===== config.mk =====
export PLATFORM = sky130hd
export DESIGN_NAME = swts_ctrl
export DESIGN_NICKNAME = d
export VERILOG_FILES = /design/src/design/swts_pkg.sv /design/src/design/swts_ctrl.sv
export SDC_FILE = /design/constraint.sdc
export NUM_CORES = 1
export LEC_CHECK = 0
export BUFFER_PORTS_ARGS = -buffer_cell sky130_fd_sc_hd__buf_4
export CAP_MARGIN = 20
export CELL_PAD_IN_SITES_DETAIL_PLACEMENT = 1
export CELL_PAD_IN_SITES_GLOBAL_PLACEMENT = 1
export CORE_AREA = 2 2 39 41
export DETAILED_ROUTE_END_ITERATION = 12
export DIE_AREA = 0 0 41 43
export GPL_TIMING_DRIVEN = 0
export PLACE_DENSITY_LB_ADDON = 0.1
export SLEW_MARGIN = 20
export SYNTH_ARGS = -nofsm -noshare
export SYNTH_HDL_FRONTEND = slang
export SYNTH_SLANG_ARGS = --single-unit

===== constraint.sdc =====
create_clock -name clk -period 1.2 [get_ports clk]
set_input_delay 0.12 -clock clk [delete_from_list [all_inputs] [get_ports clk]]
set_output_delay 0.12 -clock clk [all_outputs]
set_load 0.02 [all_outputs]

===== src/design/swts_pkg.sv =====
package swts_pkg;

  // Fixed field widths of the channels.
  localparam int ELEM_W  = 32;
  localparam int START_W = 11;
  localparam int END_W   = 10;

  // Default depth of the window buffer.
  localparam int MAX_LENGTH_DEF = 1024;

  // Controller states.
  typedef enum logic [1:0] {
    ST_IDLE,
    ST_CHECK,
    ST_POP,
    ST_EMIT
  } state_t;

  // Commands from the controller to the datapath.
  typedef struct packed {
    logic accept;     // take the request on the input channel
    logic rd_issue;   // read the oldest window entry
    logic pop;        // remove the oldest entry from the sum
    logic set_match;  // capture a found result
    logic set_none;   // capture a not-found result
    logic clear_seq;  // end of sequence: reset the window state
    logic load_out;   // move the pending result to the output register
  } cmd_t;

  // Status from the datapath to the controller.
  typedef struct packed {
    logic can_push;   // sequence still open and buffer not full
    logic shrink;     // sum above target with a non-empty window
    logic equal;      // sum equals target
    logic in_last;    // last flag of the request on the input channel
    logic last;       // last flag of the request being worked on
    logic matched;    // a match was reported in this sequence
    logic out_free;   // output register can take a result
  } status_t;

endpackage


===== src/design/swts_ctrl.sv =====
module swts_ctrl (
  input  logic              clk,
  input  logic              rst_n,
  input  logic              in_valid,
  output logic              in_ready,
  input  swts_pkg::status_t st,
  output swts_pkg::cmd_t    cmd
);

  swts_pkg::state_t state_r, state_nxt;

  // State register.
  always_ff @(posedge clk) begin
    if (!rst_n) begin
      state_r <= swts_pkg::ST_IDLE;
    end else begin
      state_r <= state_nxt;
    end
  end

  // Next state and commands.
  always_comb begin
    state_nxt = state_r;
    cmd       = '0;
    in_ready  = 1'b0;
    case (state_r)
      swts_pkg::ST_IDLE: begin
        in_ready = 1'b1;
        if (in_valid) begin
          cmd.accept = 1'b1;
          if (st.can_push) begin
            state_nxt = swts_pkg::ST_CHECK;
          end else if (st.in_last) begin
            // Ignored element that closes the sequence.
            cmd.clear_seq = 1'b1;
            if (!st.matched) begin
              cmd.set_none = 1'b1;
              state_nxt    = swts_pkg::ST_EMIT;
            end
          end
        end
      end
      swts_pkg::ST_CHECK: begin
        if (st.shrink) begin
          cmd.rd_issue = 1'b1;
          state_nxt    = swts_pkg::ST_POP;
        end else if (st.equal) begin
          cmd.set_match = 1'b1;
          cmd.clear_seq = st.last;
          state_nxt     = swts_pkg::ST_EMIT;
        end else if (st.last) begin
          cmd.set_none  = 1'b1;
          cmd.clear_seq = 1'b1;
          state_nxt     = swts_pkg::ST_EMIT;
        end else begin
          state_nxt = swts_pkg::ST_IDLE;
        end
      end
      swts_pkg::ST_POP: begin
        cmd.pop   = 1'b1;
        state_nxt = swts_pkg::ST_CHECK;
      end
      swts_pkg::ST_EMIT: begin
        if (st.out_free) begin
          cmd.load_out = 1'b1;
          state_nxt    = swts_pkg::ST_IDLE;
        end
      end
      default: begin
        state_nxt = swts_pkg::ST_IDLE;
      end
    endcase
  end

endmodule


# Word-level counts from Yosys, hierarchy flattened
# Index checks and enable logic that the tools add are counted.
# classes
n_eq_ne	7
n_mux	27
reduce_logical	2
# op_table
op	n
2-bit 2-to-1 mux	11
1-bit 2-to-1 mux	13
2-bit case mux with 4 select lines	1
3-bit inequality test (second input constant)	2
2-bit == test (second input constant)	2
2-bit inequality test (second input constant)	2
2-bit case mux with 2 select lines	1
4-bit AND reduction	1
3-bit 2-to-1 mux	1
2-bit by 1-bit == test with 1-bit output (second input constant)	1
2-bit logical NOT	1
# word_totals
regBits	2
word_cells	37

# Logic depth before layout (Yosys ltp)
# depth
word_depth	5
depth_mapped	4

# Worst setup path before layout
# Ideal clock, no wire load.
# synth_timing
path_kind	register -> output
from	register state_r[1]
to	output cmd[2] (netlist name)
arrival_ps	1120
slack_ps	-40
path_stages_with_launch	5
cell_sequence	dfxtp_1 -> buf_6 -> nor2_1 -> nand3_1 -> nand2_1
# synth_lines
element	line_no	rtl
start, declared	swts_ctrl.sv:10	swts_pkg::state_t state_r, state_nxt;
start signal, assigned	swts_ctrl.sv:15	state_r <= swts_pkg::ST_IDLE;
start signal, assigned	swts_ctrl.sv:17	state_r <= state_nxt;
end, declared	swts_ctrl.sv:7	output swts_pkg::cmd_t cmd

==> metrics.md <==
| Metric | Value |
|---|---|
| Number of remaining DRC errors | `0` |
| Clock Sinks | `2` |
| Critical path class | `reg2out` |
| Avg Vias per Cell | `around 4.2` |
| Avg Synthesized Cell Area | `around 7.3 µm²` |
| Register area | `47.55 µm²` |
| WL final | `816 µm` |
| FF-to-FF End | `state_r[1]` |
| Yosys top cell by area | `dfxtp_1` |
| Core Region | `~0.0014 mm²` |
| Clock share of power | `roughly 37%` |
| Most flops, register | `state_r` |
| Final hold violation count | `0` |
| Register area share after synthesis | `19.63%` |
| Synthesized flop and latch total | `2` |
| Fin Clk Skew | `~7.2 ps` |
| Grt total ovfl | `0` |
| RSZ-0062 raised after global routing | `yes` |
| GRT Util Overall | `10.70%` |
| Post-route cell area | `between 400 and 500 µm²` |
| PwrDens | `between 900 and 1000 mW/mm²` |
| Lkg Pwr | `between 0.2 and 0.25 nW` |
| Die X | `41 µm` |
| Top cell type's share of synthesized area | `roughly 20%` |
| DRT Pass-1 Iters | `2` |
| Worst Setup SP | `state_r[1]` |
| Regs by FF count | `state_r: 2 flops` |
| Post-synth cell types | `18` |
| Total Power | `413.8 µW` |
| Placed inst area | `around 350 µm²` |
| Multi-input gate area | `roughly 180 µm²` |
| Internal | `278.9 µW` |
| Data arrival, critical path | `~1100 ps` |
| Maximum clock rate | `between 800 and 900 MHz` |
| Final setup TNS | `-72.83 ps` |
| Final Critical Period | `approximately 1200 ps` |
| Gpl congestion | `about 0.61` |
| Post-synth top flop | `dfxtp_1` |
| Layout cells sized above 1 | `60.78%` |
| Hold Path Class | `in2reg` |
| Diodes inserted | `0` |
| Status | `finished with violations` |
| CTS tree | `done` |
| DR vias | `between 200 and 300` |
| Cells after synthesis | `28` |
| Req. time, crit path | `approximately 1100 ps` |
| Io pins | `18` |
| Fin crit share | `103.9%` |
| Flop-to-flop setup slack | `roughly 40 ps` |
| First-pass GRT wire length | `around 1.2 mm` |
| Root Driver | `clkbuf_4` |
| Startpoint Class | `flip-flop` |
| Reg clk slew, reported paths | `about 30 ps` |
| Switch share | `32.60%` |
| Post-synth EDFFs | `0` |
| Hold_buf cts | `0` |
| Most common library cells after synthesis | `nand3b_1 (3), nor2b_1 (3)` |
| Post-detailed-route wirelength per cell | `12.18 µm` |
| Num CTS Buffers | `3` |
| Reg2reg path depth | `3` |
| Antenna Nets Post-Route | `0` |
| Final hold slack | `around 170 ps` |
| Synth Cell Area | `approximately 200 µm²` |
| Peak VDD IR | `roughly 0.32 mV` |
| Post-route setup slack | `-46.52 ps` |
| Psw | `approximately 130 µW` |
| Combinational share of power | `approximately 41%` |
| Setup violations, final | `2` |
| Critical Path Fanout Max | `7` |
| Fillers | `169` |
| Vias in the first global route | `319` |
| Nets | `63` |
| CTS Buffer Depth | `2` |
| Die Area | `0.001763 mm²` |
| Synthesis Warnings | `0` |
| Crit path to | `cmd[2]` |
| Syn nets | `38` |
| Max reg flops | `2` |
| I/O Buffers | `17` |
| Failing checks | `setup timing` |
| FP Rows | `14` |
| Critical R2R Launch | `state_r[1]` |
| Worst slew pin tran | `247.6 ps` |
| Antenna violations before repair | `0` |
| CTS HTree Levels | `1` |
| Number of max-cap violations | `0` |
| Normalized max-slew margin | `between 80 and 90%` |
| Detailed Route Iter0 Violations | `2` |
| Part of the power in registers | `22.1%` |
| Area contributors post-synth | `dfxtp_1 (20%), nand3b_1 (11%), nor2b_1 (9.2%)` |
| Die Span Y | `43 µm` |
| Largest net degree at the start of global routing | `10` |
| Crit path capture type | `output pin` |
| Initial Util | `between 10% and 20%` |
| Slew Viols, Final | `0` |
| Worst-Skew Late Latency | `around 230 ps` |
| Layout area overhead | `116.0%` |
| Ys async rst share | `0%` |
[worst min path at each step]
stage | startpoint | endpoint | slack (ps) | cells after the start
after CTS | rst_n | state_r[1] | 150 | 3
final | rst_n | state_r[1] | 170 | 3
after floorplan | rst_n | state_r[1] | 250 | 2
after global placement | rst_n | state_r[1] | 370 | 3
after global routing | rst_n | state_r[0] | 190 | 3
after detailed placement | rst_n | state_r[1] | 370 | 3
[metrics by stage]
stage / setup slack (ps) / cells / utilization (%)
after CTS: -54.76 / 66 / 30.83
final: -46.52 / 67 / 31.83
after global placement: -25.83 / 61 / 25.59
after global routing: -119.6 / 67 / 31.83
after floorplan: 31.57 / 28 / -
after detailed placement: -18.94 / 61 / 25.59
[area by class of cell]
| class | instances | area share, % |
|---|---|---|
| multi-input cells | 24 | 40.34 |
| repair buffers | 21 | 38.35 |
| inverters | 1 | 0.8523 |
| clock buffers | 3 | 5.114 |
| well taps | 16 | 4.545 |
| flip-flops and latches | 2 | 10.80 |
[cells by family (layout without fill, tap and decap cells)]
kind of cell,Yosys count,after routing,synth area share [%]
simple gates,19,19,57.06
compound gates,5,5,15.95
flops,2,2,19.63
buf+inv,2,25,7.360
[layer usage]
metal  vias up  share of wire [%]  track usage, %
met5         -                  0               0
met4         0                  0           6.000
met3         0                4.5           3.141
met2         8                 55           16.56
met1       128                 41           12.38
li1        148                  -               -
[critical path, stage by stage (launching register included)]
cell and delay, ps:
dfxtp_4 370, nor3b_4 210, nand3b_1 100, nand2_1 90, buf_6 120
[power groups by stage]
stage / logic, mW / registers (mW) / clock network, mW
after floorplan: 0.0769 / 0.0817 / 0
after detailed placement: 0.146 / 0.0852 / 0
after CTS: 0.166 / 0.0871 / 0.156
after global placement: 0.142 / 0.0849 / 0
after global routing: 0.184 / 0.0925 / 0.166
final: 0.170 / 0.0915 / 0.152
[placed cells by master (no fill, tap or decap)]
master	count
buf_6	3
clkbuf_4	3
o311a_1	1
a211oi_2	1
nand3b_1	3
and3_4	1
dfxtp_4	2
or4_1	1
nor3b_4	1
nor2_1	1
nor2b_1	3
o21ai_0	1
and2_1	2
nand3_1	2
buf_4	18
nand2b_1	1
nand2_1	2
a21oi_1	2
and3b_2	1
inv_1	1
nor2_4	1
[what timing repair did]
action,in CTS,in global routing
gates resized for setup,9,3
endpoints found under the setup margin,5,9
setup buffers,2,2
pin swaps,4,5
(Power assumes the default switching activity.)
